--- src/hdl/crt_pkg.sv ---
// ----------------------------------------------------------------------------
// crt_pkg: shared types and constants of the CORDIC twiddle rotator
// Word formats, quadrant fold codes, control bundle and arctangent table.
// ----------------------------------------------------------------------------
package crt_pkg;

  // angle accumulator width: folded angle up to 65408 plus table sum
  localparam int ANGLE_W = 19;
  localparam int ATAN_W  = 16;
  localparam int CFG_W   = 5;
  localparam logic [CFG_W-1:0] ITER_RESET = 5'd15;

  // arctangent of 2^-i in angle units
  localparam logic [ATAN_W-1:0] ATAN_TABLE [16] = '{
    16'd32768, 16'd19344, 16'd10221, 16'd5188, 16'd2604, 16'd1303,
    16'd652,   16'd326,   16'd163,   16'd81,   16'd41,   16'd20,
    16'd10,    16'd5,     16'd3,     16'd1
  };

  // quadrant fold applied up front, undone at the end
  typedef enum logic [1:0] {
    FOLD_NONE,
    FOLD_MIRROR,
    FOLD_QUARTER
  } fold_t;

  typedef struct packed {
    fold_t fold;
    logic  inv;
  } crt_ctl_t;

  typedef struct packed {
    logic signed [31:0] real_in;
    logic signed [31:0] imag_in;
    logic        [9:0]  twiddle_index;
    logic               mode;
  } in_word_t;

  typedef struct packed {
    logic signed [31:0] real_out;
    logic signed [31:0] imag_out;
  } out_word_t;

endpackage

--- src/hdl/crt_fixup.sv ---
// ----------------------------------------------------------------------------
// crt_fixup: quadrant unfold and output register
// Undoes the input fold (quarter-turn swap or mirror negation), extends
// the parts to 32 bits and holds the result word for the output port.
// ----------------------------------------------------------------------------
module crt_fixup #(
  parameter int DATA_WIDTH = 32
) (
  input  logic                          clk,
  input  logic                          rst,
  input  logic                          up_valid,
  output logic                          up_ready,
  input  logic signed [DATA_WIDTH-1:0]  up_re,
  input  logic signed [DATA_WIDTH-1:0]  up_im,
  input  crt_pkg::crt_ctl_t             up_ctl,
  output logic                          dn_valid,
  input  logic                          dn_ready,
  output crt_pkg::out_word_t            dn_word
);

  logic signed [DATA_WIDTH-1:0] re_n, im_n;

  // unfold quadrant; negation is the bitwise inverse
  always_comb begin
    re_n = up_re;
    im_n = up_im;
    case (up_ctl.fold)
      crt_pkg::FOLD_QUARTER: begin
        if (up_ctl.inv) begin
          re_n = ~up_im;
          im_n = up_re;
        end else begin
          re_n = up_im;
          im_n = ~up_re;
        end
      end
      crt_pkg::FOLD_MIRROR: begin
        if (up_ctl.inv) begin
          re_n = ~up_re;
        end else begin
          im_n = ~up_im;
        end
      end
      default: begin
        re_n = up_re;
        im_n = up_im;
      end
    endcase
  end

  assign up_ready = !dn_valid || dn_ready;

  // output register
  always_ff @(posedge clk) begin
    if (rst) begin
      dn_valid <= 1'b0;
    end else if (up_ready) begin
      dn_valid <= up_valid;
    end
  end

  always_ff @(posedge clk) begin
    if (up_ready && up_valid) begin
      dn_word.real_out <= 32'(re_n);
      dn_word.imag_out <= 32'(im_n);
    end
  end

endmodule

--- config.mk ---
export PLATFORM = sky130hd
export DESIGN_NAME = crt_fixup
export DESIGN_NICKNAME = d
export VERILOG_FILES = /design/src/hdl/crt_pkg.sv /design/src/hdl/crt_fixup.sv
export SDC_FILE = /design/constraint.sdc
export NUM_CORES = 1
export LEC_CHECK = 0
export BUFFER_PORTS_ARGS = -buffer_cell sky130_fd_sc_hd__buf_2
export CAP_MARGIN = 5
export CORE_MARGIN = 2
export CORE_UTILIZATION = 50
export CTS_CLUSTER_DIAMETER = 150
export CTS_CLUSTER_SIZE = 10
export DETAILED_ROUTE_END_ITERATION = 6
export HOLD_SLACK_MARGIN = 0.1
export MAX_ROUTING_LAYER = met4
export PLACE_DENSITY = 0.79
export SYNTH_ARGS = -nofsm -noshare
export SYNTH_HDL_FRONTEND = slang
export SYNTH_SLANG_ARGS = --single-unit
--- constraint.sdc ---
create_clock -name clk -period 3.6 [get_ports clk]
set_clock_uncertainty 0.15 [all_clocks]
set_input_delay 0.36 -clock clk [delete_from_list [all_inputs] [get_ports clk]]
set_output_delay 0.36 -clock clk [all_outputs]
set_load 0.02 [all_outputs]
==> reports/summary.txt <==
======================================================================================
Cell-internal power                                                            1.45 mW
Fraction of layout cells with a size suffix above 1                              35.8%
Final Max Tran Viols                                                                 0
Wirelength, routed                                                             12.2 mm
Count of boundary I/O pins                                                         137
Part of the total power dissipated in combinational logic                        26.9%
Part of the power in registers                                                   45.1%
Maximum root-to-sink buffer count                                                    2
Avg Cell Area, Syn                                                            11.7 um2
Sw Share                                                                         30.6%
Proportion of synthesized chip area in sequential cells                          47.0%
Worst hold margin                                                             0.104 ns
Crit path time final                                                           2.50 ns
First-pass DRT Iterations                                                            5
Net count of the mapped netlist                                                    425
Number of warnings issued by yosys                                                   0
Net load switching power                                                      0.641 mW
CTS buffer count                                                                     9
Dpl cell area                                                                 4790 um2
Largest fanout on the critical path                                                 33
Placeable core region                                                         8090 um2
Crit path setup slack, layout                                                  1.10 ns
Arrival time at the worst endpoint                                             2.43 ns
Final non-filler cell area                                                    4970 um2
Antenna fix cells                                                                    0
Power density over the cells                                                421 nW/um2
Layout overhead on the synthesized area                                          20.4%
Remaining routing DRC violations                                                     0
Via count of the routed design                                                    4060
Min-delay worst type                                                      primary input to register
Post-Synthesis Cell Area                                                      4130 um2
Number of global-route vias before repair                                         3746
Initial Utilization                                                              51.0%
Number of levels in the clock H-tree                                                 3
Quantity of I/O buffers inserted on ports                                          136
Tightest slew margin relative to the limit                                       40.0%
Clock latency of the later-clocked register in the worst-skew pair             0.34 ns
Transition time of the tightest slew-check pin                                0.898 ns
Worst setup path category                                                 primary input to register
Number of rows created at floorplan                                                 33
Worst vdd rail ir drop                                                      0.000182 V
Static leakage                                                                 1.95 nW
Final design utilization                                                         61.4%
Routed len/inst                                                                21.3 um
Share of the synthesized area in the top cell type                               46.5%
Largest area contributor in the netlist                                       edfxtp_1
Run status                                                                complete, no violations
Post-DP HPWL                                                                   7.49 mm
Initial antenna violation count                                                      0
Initial detailed-routing violation count                                           480
Final Hold Viols                                                                     0
DIE AREA                                                                      9000 um2
Clock transition at path regs                                                  0.07 ns
Antenna-violating nets left                                                          0
Clk network pwr share                                                            28.0%
Setup TNS                                                                         0 ns
Flip-flop and latch count after synthesis                                           65
Remaining global-route overflow                                                      0
Sort of element at the start of the critical path                         primary input
Endpoint required time on the critical path                                    3.53 ns
Count of endpoints failing setup in the final report                                 0
Final nets                                                                         535
Tcrit/Tclk final                                                                 69.4%
Setup repair after global routing missed its margin                              false
Post-Place Worst Slack                                                        0.818 ns
Number of enable flip-flop cells after synthesis                                    64
Fraction of synthesis flops using an asynchronous set or reset pin                  0%
FMAX                                                                           401 MHz
Top post-synthesis cells by area                                          edfxtp_1 47%, a221o_1 16%, o22ai_1 9.7%, a32o_1 7.8%, a22o_1 6.8%
First-pass GRT wire length                                                     18.5 mm
Cells after Synth                                                                  352
Number of distinct standard cells referenced by the synthesized netlist             19
Vias per Instance                                                                 7.11
Largest net degree at the start of global routing                                   37
Clock sink total                                                                    65
CTS tree                                                                           yes
Count of maximum capacitance violations                                              0
Buffer count from post-CTS setup fixing                                              0
Weighted congestion reported at the end of routability-driven placement          0.795
Die Span X                                                                     94.9 um
Clock tree root buffer cell                                                   clkbuf_8
Ranking of synthesized cells by instance count                            64 x a221o_1, 64 x edfxtp_1, 64 x o22ai_1, 33 x and2_1
Most used flip-flop cell after synthesis                                      edfxtp_1
Die Height                                                                     94.9 um
Crit path capture type                                                        register
Combined global-route utilization of all metal layers                            27.6%
======================================================================================
-- path summary, 6_finish.rpt --
kind,cells past startpoint,to,slack [ns],from
max,7,dn_word[39],1.10,up_ctl[2]
min,3,dn_valid,0.10,up_valid
max reg2reg,3,dn_word[24],2.13,dn_valid
min reg2reg,2,dn_valid,0.36,dn_valid
-- worst max-delay path, stage by stage --
cell     delay [ns]
buf_2          0.10
inv_1          0.04
ha_1           0.43
inv_2          0.58
buf_4          0.38
o22ai_1        0.15
a221o_1        0.36
-- registers in the layout, summed over array words and instances, names as in the netlist --
register and cells:
dn_valid 1, dn_word 64
-- placed cells by master, fill, tap and decap left out, types with 2 or more instances in the layout --
cell type,instances
a221o_1,64
a22o_1,32
a32o_1,32
and2_1,32
buf_2,136
buf_4,11
clkbuf_8,9
clkinv_1,2
clkinv_2,2
edfxtp_1,64
inv_1,3
inv_2,2
nor2b_2,2
o22ai_1,64
-- cell type report --
type	count	area (um2)
inverters	5	18.8
clock buffers	10	128
well taps	105	131
fillers	684	3120
repair buffers	148	773
multi-input cells	233	1930
flip-flops and latches	65	1940
clock inverters	5	47.5
-- power by group through the flow --
stage	clock network, mW	registers (mW)	logic (mW)
after floorplan	0	1.05	0.271
after global placement	0	0.960	0.538
after detailed placement	0	0.962	0.553
after CTS	0.586	0.946	0.557
after global routing	0.632	0.950	0.603
final	0.586	0.945	0.563
-- timing repair --
| item | 4_1_cts | 5_1_grt |
|---|---|---|
| gates resized for setup | 0 | 0 |
| endpoints found under the hold margin | 1 | 0 |
| hold buffers | 1 | 0 |
-- per-stage QoR --
stage	total power [mW]	cells
5_1_grt	2.19	571
4_1_cts	2.09	571
2_1_floorplan	1.32	352
3_5_place_dp	1.52	555
6_report	2.09	571
3_3_place_gp	1.50	555
-- cells by family after synthesis --
logic type	Yosys count	synth area share (%)
AOI/OAI and AO/OA	193	39.9
DFF	65	47.0
buffers and inverters	54	6.57
and+or+nand+nor	38	5.94
adders and majority gates	2	0.606
-- routing by layer --
metal | global-route usage (%) | share of wire (%)
met1 | 34.6 | 38
met2 | 41.8 | 49
met3 | 5.67 | 9.5
met4 | 14.9 | 3.3
met5 | - | 0
Note: power is estimated with default switching activity, not from simulation.
