### config.mk
export PLATFORM = sky130hd
export DESIGN_NAME = crt_cell
export DESIGN_NICKNAME = d
export VERILOG_FILES = /design/src/hdl/crt_pkg.sv /design/src/hdl/crt_cell.sv
export SDC_FILE = /design/constraint.sdc
export NUM_CORES = 1
export LEC_CHECK = 0
export ABC_CLOCK_PERIOD_IN_PS = 4110
export BUFFER_PORTS_ARGS = -buffer_cell sky130_fd_sc_hd__buf_4
export CORE_AREA = 10 10 216 218
export DETAILED_ROUTE_END_ITERATION = 16
export DIE_AREA = 0 0 226 228
export GPL_TIMING_DRIVEN = 1
export PLACE_DENSITY_LB_ADDON = 0.12
export SLEW_MARGIN = 20
export SYNTH_ARGS = -nofsm -noshare
export SYNTH_HDL_FRONTEND = slang
export SYNTH_SLANG_ARGS = --single-unit
### constraint.sdc
create_clock -name clk -period 4.11 [get_ports clk]
set_input_delay 0.411 -clock clk [delete_from_list [all_inputs] [get_ports clk]]
set_output_delay 0.411 -clock clk [all_outputs]
set_load 0.05 [all_outputs]
### src/hdl/crt_pkg.sv
// ----------------------------------------------------------------------------
// crt_pkg: shared types and constants of the CORDIC twiddle rotator
// Word formats, quadrant fold codes, control bundle and arctangent table.
// ----------------------------------------------------------------------------
package crt_pkg;

  // angle accumulator width: folded angle up to 65408 plus table sum
  localparam int ANGLE_W = 19;
  localparam int ATAN_W  = 16;
  localparam int CFG_W   = 5;
  localparam logic [CFG_W-1:0] ITER_RESET = 5'd15;

  // arctangent of 2^-i in angle units
  localparam logic [ATAN_W-1:0] ATAN_TABLE [16] = '{
    16'd32768, 16'd19344, 16'd10221, 16'd5188, 16'd2604, 16'd1303,
    16'd652,   16'd326,   16'd163,   16'd81,   16'd41,   16'd20,
    16'd10,    16'd5,     16'd3,     16'd1
  };

  // quadrant fold applied up front, undone at the end
  typedef enum logic [1:0] {
    FOLD_NONE,
    FOLD_MIRROR,
    FOLD_QUARTER
  } fold_t;

  typedef struct packed {
    fold_t fold;
    logic  inv;
  } crt_ctl_t;

  typedef struct packed {
    logic signed [31:0] real_in;
    logic signed [31:0] imag_in;
    logic        [9:0]  twiddle_index;
    logic               mode;
  } in_word_t;

  typedef struct packed {
    logic signed [31:0] real_out;
    logic signed [31:0] imag_out;
  } out_word_t;

endpackage

### src/hdl/crt_cell.sv
// ----------------------------------------------------------------------------
// crt_cell: one CORDIC micro-rotation cell
// Rotates by +/- atan(2^-STAGE) toward zero residual angle, or passes the
// word through when the programmed iteration count does not reach it.
// ----------------------------------------------------------------------------
module crt_cell #(
  parameter int DATA_WIDTH = 32,
  parameter int STAGE      = 0
) (
  input  logic                                clk,
  input  logic                                rst,
  input  logic [crt_pkg::CFG_W-1:0]           iter_count,
  input  logic                                up_valid,
  output logic                                up_ready,
  input  logic signed [DATA_WIDTH-1:0]        up_re,
  input  logic signed [DATA_WIDTH-1:0]        up_im,
  input  logic signed [crt_pkg::ANGLE_W-1:0]  up_ang,
  input  crt_pkg::crt_ctl_t                   up_ctl,
  output logic                                dn_valid,
  input  logic                                dn_ready,
  output logic signed [DATA_WIDTH-1:0]        dn_re,
  output logic signed [DATA_WIDTH-1:0]        dn_im,
  output logic signed [crt_pkg::ANGLE_W-1:0]  dn_ang,
  output crt_pkg::crt_ctl_t                   dn_ctl
);

  localparam logic signed [DATA_WIDTH-1:0] ONE = DATA_WIDTH'(1);
  localparam logic signed [crt_pkg::ANGLE_W-1:0] STEP =
    crt_pkg::ANGLE_W'(crt_pkg::ATAN_TABLE[STAGE]);
  localparam logic [crt_pkg::CFG_W-1:0] STAGE_NUM = crt_pkg::CFG_W'(STAGE);

  logic                               active;
  logic signed [DATA_WIDTH-1:0]       im_sh, re_sh;
  logic signed [DATA_WIDTH-1:0]       re_n, im_n;
  logic signed [crt_pkg::ANGLE_W-1:0] ang_n;

  // cell takes part when the count reaches past it
  assign active = iter_count > STAGE_NUM;
  assign im_sh  = up_im >>> STAGE;
  assign re_sh  = up_re >>> STAGE;

  // micro-rotation, direction from residual angle sign
  always_comb begin
    re_n  = up_re;
    im_n  = up_im;
    ang_n = up_ang;
    if (active) begin
      if (!up_ang[crt_pkg::ANGLE_W-1]) begin
        ang_n = up_ang - STEP;
        if (up_ctl.inv) begin
          re_n = up_re - im_sh;
          im_n = up_im + re_sh - ONE;
        end else begin
          re_n = up_re + im_sh;
          im_n = up_im - re_sh - ONE;
        end
      end else begin
        ang_n = up_ang + STEP;
        if (up_ctl.inv) begin
          re_n = up_re + im_sh - ONE;
          im_n = up_im - re_sh;
        end else begin
          re_n = up_re - im_sh - ONE;
          im_n = up_im + re_sh;
        end
      end
    end
  end

  assign up_ready = !dn_valid || dn_ready;

  // stage register
  always_ff @(posedge clk) begin
    if (rst) begin
      dn_valid <= 1'b0;
    end else if (up_ready) begin
      dn_valid <= up_valid;
    end
  end

  always_ff @(posedge clk) begin
    if (up_ready && up_valid) begin
      dn_re  <= re_n;
      dn_im  <= im_n;
      dn_ang <= ang_n;
      dn_ctl <= up_ctl;
    end
  end

endmodule

==> results.py <==
metrics = {
    "cts": {
        "worstSkewPairLatency_ps": 370,
        "clock-sinks": 87,
        "clkSlewWorstSetupHoldPaths_ps": 70,
        "numCtsBuffers": 9,
        "clockBufferDepth": 2,
        "cts.htree.levels": 3,
        "cts_root_buf": "clkbuf_16",
        "cts_tree": "done",
    },
    "die": {
        "die_y_um": 228,
        "die_area_mm2": 0.0515,
        "coreArea_mm2": 0.0425,
        "rows": 76,
        "io_pins": 183,
        "die_x_um": 226,
        "initial_core_util_pct": 31.4,
    },
    "worst_setup_path": {
        "path_max_fanout": 4,
        "arrival_ps": 4130,
        "critPathKind": "in2reg",
        "rrSetupSlack_ps": 2180,
        "worstReg2RegStart": "dn_valid",
        "worstReg2RegEnd": "dn_ang[5]",
        "r2r_cells": 3,
        "cp_data_required_time_ps": 4210,
        "start_kind": "input pin",
        "end_kind": "register",
    },
    "timing": {
        "maxSlewHeadroom_pct": 35.7,
        "slew_violations": 0,
        "period_share_pct": 98.0,
        "fin_skew_ps": 12.5,
        "tightestPinTransition_ps": 960,
        "fin_hold_ws_ps": 210,
        "hold_viol_final": 0,
        "setup_viol": 0,
        "clock.fmax_ghz": 0.248,
        "fin_crit_ps": 4030,
    },
    "synth": {
        "ys_ff_latch": 87,
        "async_flop_share_pct": 0,
        "mappedNetlistArea_mm2": 0.0134,
        "synth_nets": 1914,
        "yosysSeqAreaShare_pct": 19.5,
        "yosys_warnings": 0,
        "synth_top_area_share_pct": 19.3,
        "synth_area_leader_cell": "edfxtp_1",
        "synth.avg_cell_area_um2": 7.78,
        "synth-edff-count": 86,
        "synth_area_leaders": "edfxtp_1 19%, ha_1 9.2%, a21oi_1 5.8%, xnor2_1 5.8%, nor2_1 4.4%",
        "syn_inst": 1717,
        "ys.flop_type": "edfxtp_1",
        "synth.distinct_cells": 101,
    },
    "global_route": {
        "grt_use_total_pct": 24.3,
        "grt.overflow.total": 0,
        "grt_max_degree": 75,
        "grt_first_pass_wirelength_mm": 96.0,
        "antenna_found_initial": 2,
        "grt_pass1_vias": 15300,
    },
    "final_layout": {
        "area_growth_pct": 46.3,
        "antenna_cells": 0,
        "fin_area_mm2": 0.0196,
        "n_fill_cell": 4359,
        "regArea_mm2": 0.00260,
        "fin_util_pct": 46.0,
        "final_nets": 2544,
        "multiInputGateArea_mm2": 0.0102,
        "layoutNonFillerInstCount": 2898,
        "drive_above_1_share_pct": 36.1,
    },
    "routing": {
        "avgViaCountPerCell": 5.52,
        "vias": 16000,
        "detail_route.wl_per_cell_um": 22.5,
        "drc": 0,
        "drtIter0Drc": 1511,
        "drtAntennaViolNets": 0,
        "first_pass_iters": 6,
        "wl_mm": 65.3,
    },
    "min_path": {
        "min_from": "rst",
        "hold_end": "dn_valid",
        "hold_class": "in2reg",
        "worst_hold_path.num_cells": 2,
    },
    "placement": {
        "port_buffers": 182,
        "place_area_mm2": 0.0190,
        "dp_hpwl_mm": 55.1,
        "gp_congestion": 0.982,
        "place_inst": 2879,
    },
    "pwr": {
        "leakagePower_nw": 8.56,
        "powerDensity_mw_per_mm2": 293,
        "ir_drop_mv": 0.221,
    },
    "status": {
        "status": "finished clean",
    },
    "run": {
        "max_cap_viol_count": 0,
    },
}
## routing by layer
metal | track usage (%) | part of all wire (%) | wire [µm]
met5 | 0 | 0 | 0
met4 | 4.05 | 1.1 | 724
met3 | 3.96 | 7.9 | 5160
met2 | 35.4 | 42 | 27400
met1 | 36.9 | 49 | 32000
## state kept, by name (all words and copies together), names as in the netlist
signal and flops:
dn_valid 1, dn_im 32, dn_ctl 3, dn_re 32, dn_ang 19
## how the worst max path moves through the flow
stage                     startpoint   endpoint  depth (start not counted)
after global placement      up_re[1]  dn_re[23]                         15
final                       up_re[1]  dn_re[31]                         16
after detailed placement    up_re[1]  dn_re[31]                         15
after floorplan            up_re[11]  dn_re[31]                         15
after CTS                   up_re[0]  dn_re[25]                         18
after global routing        up_re[2]  dn_re[22]                         17
## worst max-delay path, cell delays in order
cell and delay, ps:
buf_4 80, inv_1 40, ha_1 300, nand2b_2 240, a2111o_1 570, a21oi_4 250
buf_4 150, o31ai_1 60, buf_4 170, o211ai_1 210, xnor2_1 220, nand4_1 260
or2_4 350, or4b_1 550, a31oi_1 190, o21ai_1 90
## timing repair
action | 4_1_cts | 5_1_grt
setup buffers | 0 | 3
hold buffers | 0 | 0
pin swaps | 0 | 13
gates resized for setup | 5 | 52
setup endpoints to repair | 13 | 28
## where the power goes
group | total (W) | switching [W] | leakage (nW) | internal, W
Sequential | 0.00115 | 0.0000292 | 0.837 | 0.00112
Combinational | 0.00376 | 0.00218 | 7.59 | 0.00157
Clock | 0.000821 | 0.000402 | 0.131 | 0.000420
## cell usage after synthesis, types with 11 or more instances
cell	instances
clkbuf_1	54
nor2_1	157
xor2_1	55
mux4_2	11
nor4_1	19
o31ai_1	20
mux2i_1	14
nand2_1	148
a211oi_1	31
nor2b_1	11
nand4_1	32
o21ai_0	113
buf_2	18
a21oi_1	155
inv_1	96
xnor2_1	88
o21a_1	17
nor3_1	49
a21o_1	28
or3_1	17
buf_1	12
a211o_1	13
ha_1	98
edfxtp_1	86
o211ai_1	39
nand3_1	51
and2_1	13
## cell type report
class / count / share of cell area [%]
clock buffers: 10 / 1.17
multi-input cells: 1436 / 52.3
clock inverters: 6 / 0.269
well taps: 546 / 3.49
inverters: 101 / 1.94
flip-flops and latches: 87 / 13.3
repair buffers: 712 / 27.5
## cells by family (layout without fill, tap and decap cells)
kind of cell	count (synthesis)	count (layout)	synth area share, %
AO/OA/AOI/OAI	563	563	28.3
multiplexers	34	34	3.66
adder cells (fa/ha/maj)	102	102	9.77
AND/OR/NAND/NOR	591	591	23.1
XOR/XNOR	146	146	9.74
buffers and inverters	194	829	5.98
flip-flops	87	87	19.5
## cells in the final DEF, fill, tap and decap left out, types with 8 or more instances in the layout
| cell | n |
|---|---|
| and3_1 | 9 |
| or3_1 | 17 |
| o21ai_1 | 11 |
| o31ai_1 | 19 |
| a21o_1 | 28 |
| a211oi_1 | 28 |
| nand4_1 | 32 |
| a31oi_1 | 10 |
| xor2_1 | 55 |
| mux4_2 | 11 |
| o21bai_1 | 9 |
| o211a_1 | 9 |
| o21a_1 | 16 |
| o211ai_1 | 39 |
| nor2b_1 | 11 |
| nor3_1 | 46 |
| a21oi_1 | 150 |
| or2_2 | 8 |
| a211o_1 | 13 |
| nand3_1 | 51 |
| nor4_2 | 10 |
| ha_1 | 97 |
| o21ai_0 | 109 |
| clkbuf_16 | 9 |
| nor2_1 | 156 |
| nor4_1 | 16 |
| mux2_2 | 9 |
| mux2i_1 | 14 |
| xnor2_1 | 87 |
| nand2_1 | 145 |
| inv_1 | 96 |
| and2_1 | 11 |
| o22ai_1 | 9 |
| buf_4 | 708 |
| edfxtp_1 | 86 |
## through the flow
stage | setup TNS (ps) | worst slack (ps) | power [W]
3_5_place_dp | -10570 | -511 | 0.00480
6_report | 0 | 82.5 | 0.00573
4_1_cts | 0 | 18.4 | 0.00564
5_1_grt | -101 | -52.8 | 0.00604
3_3_place_gp | -9460 | -478 | 0.00478
2_1_floorplan | 0 | 108 | 0.00312
Note: power is estimated with default switching activity, not from simulation.
