==> src/hdl/crt_pkg.sv <==
// ----------------------------------------------------------------------------
// crt_pkg: shared types and constants of the CORDIC twiddle rotator
// Word formats, quadrant fold codes, control bundle and arctangent table.
// ----------------------------------------------------------------------------
package crt_pkg;

  // angle accumulator width: folded angle up to 65408 plus table sum
  localparam int ANGLE_W = 19;
  localparam int ATAN_W  = 16;
  localparam int CFG_W   = 5;
  localparam logic [CFG_W-1:0] ITER_RESET = 5'd15;

  // arctangent of 2^-i in angle units
  localparam logic [ATAN_W-1:0] ATAN_TABLE [16] = '{
    16'd32768, 16'd19344, 16'd10221, 16'd5188, 16'd2604, 16'd1303,
    16'd652,   16'd326,   16'd163,   16'd81,   16'd41,   16'd20,
    16'd10,    16'd5,     16'd3,     16'd1
  };

  // quadrant fold applied up front, undone at the end
  typedef enum logic [1:0] {
    FOLD_NONE,
    FOLD_MIRROR,
    FOLD_QUARTER
  } fold_t;

  typedef struct packed {
    fold_t fold;
    logic  inv;
  } crt_ctl_t;

  typedef struct packed {
    logic signed [31:0] real_in;
    logic signed [31:0] imag_in;
    logic        [9:0]  twiddle_index;
    logic               mode;
  } in_word_t;

  typedef struct packed {
    logic signed [31:0] real_out;
    logic signed [31:0] imag_out;
  } out_word_t;

endpackage

==> src/hdl/crt_prescale.sv <==
// ----------------------------------------------------------------------------
// crt_prescale: quadrant fold and gain prescale stage
// Folds the twiddle index into the first quarter, swaps parts for the
// mirrored range, scales both parts by the shift-add gain and registers.
// ----------------------------------------------------------------------------
module crt_prescale #(
  parameter int DATA_WIDTH = 32
) (
  input  logic                                clk,
  input  logic                                rst,
  input  logic                                up_valid,
  output logic                                up_ready,
  input  crt_pkg::in_word_t                   up_word,
  output logic                                dn_valid,
  input  logic                                dn_ready,
  output logic signed [DATA_WIDTH-1:0]        dn_re,
  output logic signed [DATA_WIDTH-1:0]        dn_im,
  output logic signed [crt_pkg::ANGLE_W-1:0]  dn_ang,
  output crt_pkg::crt_ctl_t                   dn_ctl
);

  localparam logic signed [DATA_WIDTH-1:0] ONE = DATA_WIDTH'(1);

  logic signed [DATA_WIDTH-1:0]       re_raw, im_raw, re_f, im_f;
  logic signed [DATA_WIDTH-1:0]       re_s1, re_s3, re_s6, re_s9;
  logic signed [DATA_WIDTH-1:0]       im_s1, im_s3, im_s6, im_s9;
  logic signed [DATA_WIDTH-1:0]       re_g, im_g;
  logic        [8:0]                  k_f;
  logic signed [crt_pkg::ANGLE_W-1:0] ang_f;
  crt_pkg::crt_ctl_t                  ctl_f;

  assign re_raw = up_word.real_in[DATA_WIDTH-1:0];
  assign im_raw = up_word.imag_in[DATA_WIDTH-1:0];

  // fold index into first quarter
  always_comb begin
    re_f     = re_raw;
    im_f     = im_raw;
    k_f      = up_word.twiddle_index[8:0];
    ctl_f.inv  = up_word.mode;
    ctl_f.fold = crt_pkg::FOLD_NONE;
    if (up_word.twiddle_index[9]) begin
      ctl_f.fold = crt_pkg::FOLD_QUARTER;
    end else if (up_word.twiddle_index[8]) begin
      k_f        = 9'(10'd512 - up_word.twiddle_index);
      ctl_f.fold = crt_pkg::FOLD_MIRROR;
      re_f       = im_raw;
      im_f       = re_raw;
    end
  end

  // angle = folded index * 128
  assign ang_f = crt_pkg::ANGLE_W'({k_f, 7'd0});

  // gain ~0.60725 = 1/2 + 1/8 - 1/64 - 1/512, with the -1 bias
  assign re_s1 = re_f >>> 1;
  assign re_s3 = re_f >>> 3;
  assign re_s6 = re_f >>> 6;
  assign re_s9 = re_f >>> 9;
  assign im_s1 = im_f >>> 1;
  assign im_s3 = im_f >>> 3;
  assign im_s6 = im_f >>> 6;
  assign im_s9 = im_f >>> 9;
  assign re_g  = re_s1 + re_s3 - re_s6 - re_s9 - ONE;
  assign im_g  = im_s1 + im_s3 - im_s6 - im_s9 - ONE;

  assign up_ready = !dn_valid || dn_ready;

  // stage register
  always_ff @(posedge clk) begin
    if (rst) begin
      dn_valid <= 1'b0;
    end else if (up_ready) begin
      dn_valid <= up_valid;
    end
  end

  always_ff @(posedge clk) begin
    if (up_ready && up_valid) begin
      dn_re  <= re_g;
      dn_im  <= im_g;
      dn_ang <= ang_f;
      dn_ctl <= ctl_f;
    end
  end

endmodule

==> config.mk <==
export PLATFORM = sky130hd
export DESIGN_NAME = crt_prescale
export DESIGN_NICKNAME = d
export VERILOG_FILES = /design/src/hdl/crt_pkg.sv /design/src/hdl/crt_prescale.sv
export SDC_FILE = /design/constraint.sdc
export NUM_CORES = 1
export LEC_CHECK = 0
export CAP_MARGIN = 20
export CORE_MARGIN = 2
export CORE_UTILIZATION = 45
export CTS_CLUSTER_DIAMETER = 100
export DETAILED_ROUTE_END_ITERATION = 16
export DONT_BUFFER_PORTS = 1
export GPL_ROUTABILITY_DRIVEN = 0
export PLACE_DENSITY_LB_ADDON = 0.2
export RECOVER_POWER = 100
export SYNTH_ARGS = -nofsm -noshare
export SYNTH_HDL_FRONTEND = slang
export SYNTH_SLANG_ARGS = --single-unit
==> constraint.sdc <==
create_clock -name clk -period 8.2 [get_ports clk]
set_clock_uncertainty 0.05 [all_clocks]
set_input_delay 0.82 -clock clk [delete_from_list [all_inputs] [get_ports clk]]
set_output_delay 0.82 -clock clk [all_outputs]
set_load 0.01 [all_outputs]
==> summary.md, run 1 <==
| Metric | Value |
|---|---|
| Largest fanout on the critical path | 36 |
| Vias post-DR | 6108 |
| CTS tree | yes |
| DP HPWL | 16200 um |
| Post-synthesis async set-or-reset flop share | 0% |
| Setup_tns | 0 ps |
| Max Clock Freq | around 160 MHz |
| Clock transition at path regs | 60 ps |
| Port bufs | 0 |
| Final Hold Fails | 0 |
| Unrepaired setup endpoints after global routing | no |
| Fraction of the mapped netlist area in adder cells | 33.0% |
| Drt via density | 5.27 |
| R2R setup slack | approximately 4000 ps |
| Wire per inst | 16.4 um |
| Largest family of logic cells by synthesized area | adder cells |
| DR DRC count | 0 |
| Share of the synthesized area in the top cell type | 25.1% |
| Initial antenna violation count | 0 |
| Reg2reg path depth | 3 |
| First-pass GRT wire length | 31400 um |
| Core area | 20000 um2 |
| Synth Flop Type | edfxtp_1 |
| Placed insts | 1143 |
| Clock tree buffer depth | 2 |
| Root Driver | clkbuf_16 |
| P per Cell Area | 310 nW/um2 |
| Synth warn | 0 |
| Fin crit period | 6250 ps |
| Worst setup path end | dn_im[21]$_DFFE_PP_ |
| Detailed Routing Iterations Pass 1 | 4 |
| Violated checks | capacitance limit, slew limit |
| Total track usage | 18.5% |
| FF-to-FF Start | dn_valid$_SDFFE_PP0N_ |
| Synth top area cells | edfxtp_1 25%, fa_1 23%, ha_1 9.8%, inv_1 7.5%, mux2i_1 6.9% |
| #FFs+latches synth | 77 |
| Area leader, netlist | edfxtp_1 |
| Worst vdd ir | 0.146 mV |
| Routed WL | 19100 um |
| Cts repair resizes | 0 |
| Static Leak | 4.54 nW |
| H-tree levels | 3 |
| Clock Latency Late Sink | 350 ps |
| Startpoint types | primary input |
| Largest net degree at the start of global routing | 77 |
| Synth cell types | 62 |
| Die span in x | 146 um |
| Crit. Startpoint | up_word[10] |
| Worst Tran Pin Value | 4090 ps |
| Row Count | 52 |
| Max Transition Viols Final | 114 |
| IO Count | 167 |
| Met3 routed WL | 1370 um |
| Final #Nets | 1140 |
| Area added between synthesis and finish | 5.38% |
| Non-filler cells, final | 1159 |
| Max_cap viols | 2 |
| Hold buffer count at CTS | 0 |
| Number of setup violations in the final report | 0 |
| Core Util, Final | 47.9% |
| Number of diodes | 0 |
| Crit path kind | in2reg |
| Met2 WL | 9360 um |
| Worst slew margin | -172% |
| Die Ht | 146 um |
| Post-synth EDFFs | 76 |
| Fin crit share | between 70% and 80% |
| Most common cell in the netlist | inv_1 |
| Xor/xnor cell area share of the yosys netlist | 5.58% |
| Crit end category | flip-flop |
| Worst Path Required | roughly 8300 ps |
| CTS Buf Count | 9 |
| Arrival time at the worst endpoint | 6290 ps |
| Iter 0 DRT Violations | 197 |
| Outcome | complete, but fails checks |
| Highest routed layer | met4 |
| Overflow after GRT | 0 |
| Worst min path class | in2reg |
| Post-synth design cell area | 9110 um2 |
| Remaining antenna violation count | 0 |
| Worst R2R End | dn_re[19]$_DFFE_PP_ |
| Synth Area in Compound Gates | 12.9% |
| Postcts setup bufs | 0 |
| Post-synthesis mux area share | 6.92% |
| Clock Sinks | 77 |
| M1 WL | approximately 8000 um |
| Vias in the first global route | 6281 |
| Syn Inst Count | around 900 |
| Total die area | between 20000 and 25000 um2 |
| Post-Synth Simple-Gate Area | 7.16% |
| Seq/Total Area, Yosys | about 25% |
| Share of cells above drive strength 1 | 2.81% |
| Initial Util | approximately 45% |
| Commonest cells in the netlist | 183 x inv_1, 106 x fa_1, 76 x edfxtp_1, 71 x ha_1, 63 x mux2i_1 |
| Syn avg cell area | a little over 10 um2 |
## power by group
part           total [mW]  switching [mW]  leakage, nW  internal, mW
Clock               0.372           0.168        0.120         0.204
Combinational        1.75           0.987         3.68         0.762
Sequential          0.853           0.133        0.743         0.720
## per-stage QoR
stage	setup WS, ps	total power [mW]	cell area, um2	hold WS (ps)
floorplan	2790	2.29	9140	543
global placement	2310	2.63	9360	620
detailed placement	2240	2.65	9360	617
CTS	2600	3.04	9630	468
global route	1440	3.28	9600	480
finish	1950	2.97	9600	480
## registers in the layout, indices dropped and copies added (netlist names)
register and count:
dn_im 32, dn_re 32, dn_ang 9, dn_ctl 3
dn_valid 1
## final cells by class
class,count,area [um2]
sequential,77,2300
inverter,184,691
timing repair buffer,2,11.3
clock inverter,6,40.0
clock buffer,10,229
multi-input combinational,610,5990
tap,270,338
fill,1983,10400
## worst max-delay path, cell delays in order
cell,delay [ps]
nand2b_2,160
inv_1,1220
mux2i_1,530
inv_1,180
fa_1,550
fa_1,420
inv_1,70
ha_1,160
inv_1,60
fa_1,460
nor2b_1,170
o31a_1,190
o2111ai_1,140
a31oi_1,300
o21ai_0,210
o21ai_0,340
a31oi_1,150
xnor2_1,140
## worst min-delay path by stage
stage                                startpoint                     to  slack [ps]  cells after the start
final                                       rst  dn_valid$_SDFFE_PP0N_         480                      1
after CTS                                   rst  dn_valid$_SDFFE_PP0N_         470                      1
after detailed placement  dn_valid$_SDFFE_PP0N_  dn_valid$_SDFFE_PP0N_         620                      2
after floorplan           dn_valid$_SDFFE_PP0N_  dn_valid$_SDFFE_PP0N_         540                      2
after global placement    dn_valid$_SDFFE_PP0N_  dn_valid$_SDFFE_PP0N_         620                      2
after global routing                        rst  dn_valid$_SDFFE_PP0N_         480                      1
## layout by cell type, fill, tap and decap left out, types with 8 or more instances in the layout
cell / n
edfxtp_1: 76
inv_1: 184
nor2b_1: 8
nor3_1: 8
nand2b_1: 11
nand3_1: 9
clkbuf_16: 9
o21ai_0: 22
a31oi_1: 9
xor2_1: 24
conb_1: 10
ha_1: 71
nor2_1: 33
a21oi_1: 54
mux2i_1: 63
fa_1: 106
nand2_1: 30
a21o_1: 32
xnor2_1: 34
## cell families after synthesis
group	after synthesis
buf+inv	209
simple gates	131
mux	63
flops	77
xor+xnor	58
compound gates	171
other cells	1
fa+ha+maj	177
## layer usage
layer,vias up,GRT usage (%)
met2,139,31.4
met3,15,5.25
li1,2942,-
met4,0,3.93
met1,3012,23.7
met5,-,0
No activity file was read; power rests on OpenSTA's default activity.
==> run 2, diff against run 1 <==
Clock period 8.2 ns to 6.5 ns, I/O delays scaled along.
==> run 2 against run 1 <==
The flow still finishes with violations (capacitance limit, slew limit); largest cell class unchanged; critical path depth down 2; sequential share of layout area down 0.14 points; register-to-register slack worse by 1700 ps.
==> summary.md, run 2 (same netlist as run 1, synthesis figures left out) <==
| Metric | Value |
|---|---|
| Violated checks | capacitance limit, slew limit |
| CP most frequent cell | inv_1 |
| Non-filler cells, final | about 1200 |
| Clock Latency Late Sink | between 300 and 400 ps |
| Die Ht | 146 um |
| Cts repair resizes | 0 |
| DP HPWL | 16100 um |
| Unrepaired setup endpoints after global routing | no |
| Final Hold Fails | 0 |
| Clock Sinks | 77 |
| Setup_tns | 0 ps |
| Root Driver | clkbuf_16 |
| Detailed Routing Iterations Pass 1 | 4 |
| Multi-input combinational cell area | 5990 um2 |
| Final WS setup | 916 ps |
| DR DRC count | 0 |
| Remaining antenna violation count | 0 |
| Crit end category | flip-flop |
| CTS Buf Count | 9 |
| Max_cap viols | 1 |
| Share of cells above drive strength 1 | roughly 3.6% |
| Fin crit period | 5580 ps |
| Port bufs | 0 |
| Worst Tran Pin Value | roughly 4100 ps |
| Total die area | between 20000 and 25000 um2 |
| Fin area | between 9000 and 10000 um2 |
| Vias in the first global route | about 6300 |
| Initial Util | between 40% and 50% |
| P per Cell Area | ~390 nW/um2 |
| Largest net degree at the start of global routing | 77 |
| Postcts setup bufs | 0 |
| Most common cell after layout, fill and taps aside | inv_1 |
| Max Clock Freq | 179 MHz |
| Dpl ws | just under 900 ps |
| Placed insts | 1150 |
| Startpoint types | primary input |
| CTS tree | yes |
| Iter 0 DRT Violations | 234 |
| Total track usage | 18.4% |
| IO Count | around 170 |
| Outcome | complete, but fails checks |
| Largest registers | dn_im: 32 flops, dn_re: 32 flops, dn_ang: 9 flops |
| Reg area | 2300 um2 |
| Drt via density | 5.28 |
| Placed inst area | approximately 9400 um2 |
| H-tree levels | 3 |
| Wire per inst | 16.1 um |
| Crit path kind | in2reg |
| Core area | 20000 um2 |
| Final #Nets | 1147 |
| Area added between synthesis and finish | 5.99% |
| Clock transition at path regs | around 60 ps |
| Number of setup violations in the final report | 0 |
| Worst Path Required | 6550 ps |
| Hold path cells | 1 |
| Max Transition Viols Final | 77 |
| Routed WL | 18800 um |
| Worst vdd ir | roughly 0.18 mV |
| CP max-delay cell | inv_1 |
| Fin crit share | 85.9% |
| Hold buffer count at CTS | 0 |
| Worst-path cell chain | nand2b_2 -> inv_1 -> buf_4 -> mux2i_1 -> inv_1 -> fa_1 -> inv_1 -> fa_1 -> ha_1 -> nor2b_1 -> o31a_1 -> o2111ai_1 -> a31oi_1 -> o211ai_1 -> a21oi_1 -> o211a_1 |
| Static Leak | 4.58 nW |
| Vias post-DR | 6162 |
| Overflow after GRT | 0 |
| Filler cell count | about 1900 |
| Die span in x | 146 um |
| Reg2reg path depth | 3 |
| Core Util, Final | between 40% and 50% |
| Most frequent cells in the layout | 184 x inv_1, 106 x fa_1, 76 x edfxtp_1, 71 x ha_1, 63 x mux2i_1 |
| Clock tree buffer depth | 2 |
| Crit-path max cell delay | 740 ps |
| Arrival time at the worst endpoint | 5640 ps |
| Initial antenna violation count | 0 |
| Row Count | 52 |
| First-pass GRT wire length | 31100 um |
| Worst slew margin | -172% |
| Largest fanout on the critical path | 19 |
| Number of diodes | 0 |
| Worst min path class | in2reg |
run 2: cell types whose count changed in the layout (fill, tap and decap cells not counted), sizes merged:
cell	previous run	this run
clkinv	2	3
buf	1	8
clkbuf	11	10
run 2: worst paths after layout:
check	startpoint	slack (ps)	end
setup / recovery	up_word[10]	920	dn_im[29]$_DFFE_PP_
hold reg to reg	dn_valid$_SDFFE_PP0N_	600	dn_valid$_SDFFE_PP0N_
setup reg to reg	dn_valid$_SDFFE_PP0N_	2370	dn_re[29]$_DFFE_PP_
hold / removal	rst	320	dn_valid$_SDFFE_PP0N_
run 2: cell type report:
cell class,count,area share [%]
inverters,184,7.15
clock buffers,9,2.33
multi-input cells,610,62.1
clock inverters,7,0.441
flip-flops and latches,77,23.8
well taps,270,3.50
repair buffers,9,0.661
run 2: metal layers:
| metal | share of wire (%) | GRT usage [%] | vias up | wire length (um) |
|---|---|---|---|---|
| li1 | - | - | 2958 | - |
| met1 | 43 | 23.5 | 3045 | 8010 |
| met2 | 49 | 31.1 | 151 | 9180 |
| met3 | 7.7 | 5.91 | 8 | 1440 |
| met4 | 0.77 | 3.35 | 0 | 144 |
| met5 | 0 | 0 | - | 0 |
run 2: worst max-delay path: cells and delay by family:
kind | cells | cell delay, ps
AO/OA/AOI/OAI | 6 | 1550
buffers and inverters | 4 | 1310
adder cells (fa/ha/maj) | 3 | 1310
multiplexers | 1 | 490
AND/OR/NAND/NOR | 2 | 320
run 2: through the flow:
stage | total power, mW | hold slack, ps
5_1_grt | 4.14 | 304
3_3_place_gp | 3.32 | 621
4_1_cts | 3.83 | 300
2_1_floorplan | 2.89 | 543
6_report | 3.75 | 318
3_5_place_dp | 3.35 | 621
run 2: report_power, final:
part | switching, mW | internal, mW
sequential | 0.169 | 0.909
combinational | 1.24 | 0.966
clock | 0.208 | 0.255
total | 1.62 | 2.13
==> run 3, diff against run 2 <==
Settings changed: ABC_AREA from default to 1, CORE_MARGIN 2 to 3.
==> run 3 against run 2 <==
The run still ends with capacitance limit, slew limit left; worst hold slack better by 2.5 ps; sequential cell count unchanged; global-route usage up 1.7 points; largest cell class unchanged; largest power group unchanged; critical path type unchanged; register-to-register slack better by 70 ps.
==> summary.md, run 3 <==
| Metric | Value |
|---|---|
| Worst Path Required | 6540 ps |
| Die Ht | 161 um |
| Core area | 23600 um2 |
| Fin crit share | 81.0% |
| Switching share of power | about half |
| Clock Sinks | a little under 80 |
| Postcts setup bufs | 0 |
| Hold path endpoint | dn_valid$_SDFFE_PP0N_ |
| Area leader, netlist | edfxtp_1 |
| Max_cap viols | 2 |
| Post-synthesis async set-or-reset flop share | 0% |
| Hold buffer count at CTS | 0 |
| Post-synth design cell area | between 10000 and 15000 um2 |
| DR DRC count | 0 |
| Reg2reg path depth | 2 |
| Row Count | 56 |
| Area added between synthesis and finish | 5.12% |
| Seq/Total Area, Yosys | 21.2% |
| CP max-delay cell | inv_1 |
| Worst hold slack | 321 ps |
| Static Leak | ~6.2 nW |
| Placed inst area | 11200 um2 |
| Clock tree buffer depth | 2 |
| Syn Inst Count | 1489 |
| Synth warn | 0 |
| Share of the synthesized area in the top cell type | 21.0% |
| Crit end category | flip-flop |
| Remaining antenna violation count | 0 |
| Final WS setup | 1230 ps |
| Worst R2R End | dn_re[26]$_DFFE_PP_ |
| Initial Util | 46.1% |
| Clock transition at path regs | 60 ps |
| Cts repair resizes | 0 |
| CP most frequent cell | inv_1 |
| Synth cell types | 37 |
| Tot Pwr | 4.65 mW |
| Fin area | approximately 11000 um2 |
| Worst vdd ir | 0.143 mV |
| Iter 0 DRT Violations | 570 |
| #FFs+latches synth | 77 |
| Vias in the first global route | 8304 |
| Total die area | 26100 um2 |
| Setup_tns | 0 ps |
| Most common cell after layout, fill and taps aside | nand2_1 |
| Worst-path cell chain | inv_1 -> nor2_1 -> inv_1 -> o21ai_0 -> inv_1 -> fa_1 -> fa_1 -> inv_1 -> ha_1 -> nand2_1 -> inv_1 -> a21oi_1 -> nand3_1 -> nand2_1 -> nand3_1 -> nand2_1 -> nand2_1 |
| Multi-input combinational cell area | 6890 um2 |
| Arrival time at the worst endpoint | roughly 5300 ps |
| Die span in x | 161 um |
| Number of diodes | 0 |
| Root Driver | clkbuf_16 |
| Outcome | complete, but fails checks |
| Clock Power Share | 13.2% |
| Reg area | 2300 um2 |
| Most frequent cells in the layout | 424 x nand2_1, 380 x inv_1, 106 x fa_1, 78 x nor2_1, 76 x edfxtp_1 |
| FF-to-FF Start | dn_valid$_SDFFE_PP0N_ |
| Placed insts | 1796 |
| Worst path buffer plus inverter count | 5 |
| Pint | 2.35 mW |
| Hold path cells | 1 |
| Worst Tran Pin Value | 4090 ps |
| Violated checks | capacitance limit, slew limit |
| Net Sw Power | 2.30 mW |
| Post-synth EDFFs | 76 |
| Startpoint types | primary input |
| Port bufs | 0 |
| Overflow after GRT | 0 |
| Most common cell in the netlist | nand2_1 |
| Largest fanout on the critical path | 53 |
| Final #Nets | 1744 |
| P per Cell Area | 406 nW/um2 |
| First-pass GRT wire length | between 40000 and 50000 um |
| Worst min path class | in2reg |
| Core Util, Final | 48.4% |
| Clock Latency Late Sink | 340 ps |
| Cell family with most CP delay | buffers and inverters |
| DP HPWL | 21900 um |
| Worst slew margin | -172% |
| Wire per inst | 14.0 um |
| Synth Flop Type | edfxtp_1 |
| Number of setup violations in the final report | 0 |
| Reg power frac | 23.0% |
| Filler cell count | 2410 |
| Dpl ws | between 1500 and 2000 ps |
| Largest net degree at the start of global routing | 76 |
| Vias post-DR | 8634 |
| Hold Crit Start | rst |
| Syn avg cell area | ~7.3 um2 |
| Drt via density | 4.77 |
| Crit path kind | in2reg |
| Total track usage | between 20 and 25% |
| Max Clock Freq | approximately 190 MHz |
| Detailed Routing Iterations Pass 1 | 5 |
| R2R setup slack | 2440 ps |
| Commonest cells in the netlist | 410 x nand2_1, 379 x inv_1, 106 x fa_1, 76 x edfxtp_1, 75 x nor2_1 |
| CTS Buf Count | 9 |
| Crit-path max cell delay | approximately 1100 ps |
| Synth top area cells | edfxtp_1 21%, fa_1 20%, nand2_1 14%, inv_1 13%, ha_1 8.2% |
| Gate power share | a little under two thirds |
| H-tree levels | 3 |
| Initial antenna violation count | 0 |
| Max Transition Viols Final | 130 |
| CTS tree | yes |
| Routed WL | 25400 um |
| Final Hold Fails | 0 |
| Unrepaired setup endpoints after global routing | no |
| Share of cells above drive strength 1 | 7.71% |
| Largest registers | dn_im: 32 flops, dn_re: 32 flops, dn_ang: 9 flops |
| Non-filler cells, final | 1811 |
| IO Count | 167 |
| Fin crit period | 5270 ps |
-- run 3: cell types whose count changed after synthesis, sizes merged, moves of 42 or more --
cell / delta
o21ai: +42
nand3: +47
nor2: +54
mux2i: -63
nand2: +404
or2: +50
inv: +207
-- run 3: layout make-up --
class / instances / area share (%)
clock inverter: 5 / 1.08
tap: 319 / 3.49
multi-input combinational: 1006 / 60.3
clock buffer: 10 / 2.00
sequential: 77 / 20.1
timing repair buffer: 3 / 0.164
inverter: 391 / 12.8
-- run 3: cell families after synthesis --
kind of cell    Yosys count  share of synthesized area, %
simple gates            661                          27.0
xor+xnor                 36                          2.90
compound gates          122                          6.31
buf+inv                 415                          14.9
other cells               1                        0.0345
fa+ha+maj               177                          27.7
flops                    77                          21.2
-- run 3: worst max-delay path by stage --
| stage | cells past startpoint | slack [ps] | start | endpoint |
|---|---|---|---|---|
| after floorplan | 2 | 1540 | up_valid | dn_ang[10]$_DFFE_PP_ |
| after global placement | 17 | 1670 | up_word[9] | dn_re[29]$_DFFE_PP_ |
| after detailed placement | 17 | 1640 | up_word[9] | dn_re[27]$_DFFE_PP_ |
| after CTS | 17 | 2000 | up_word[9] | dn_re[27]$_DFFE_PP_ |
| after global routing | 17 | 810 | up_word[9] | dn_re[27]$_DFFE_PP_ |
| final | 17 | 1230 | up_word[9] | dn_re[27]$_DFFE_PP_ |
-- run 3: power groups by stage --
stage / Combinational (mW) / Clock, mW / Sequential [mW]
6_report: 2.97 / 0.611 / 1.07
5_1_grt: 3.44 / 0.649 / 1.09
4_1_cts: 3.05 / 0.628 / 1.08
3_5_place_dp: 3.03 / 0 / 1.09
3_3_place_gp: 3.00 / 0 / 1.08
2_1_floorplan: 2.37 / 0 / 1.06
-- run 3: routing by layer --
metal	global-route usage, %	wire length (um)	vias to the layer above
met2	33.0	11700	213
met5	0	0	-
met3	4.54	1830	17
met4	4.11	248	0
met1	27.3	11600	3975
li1	-	-	4429
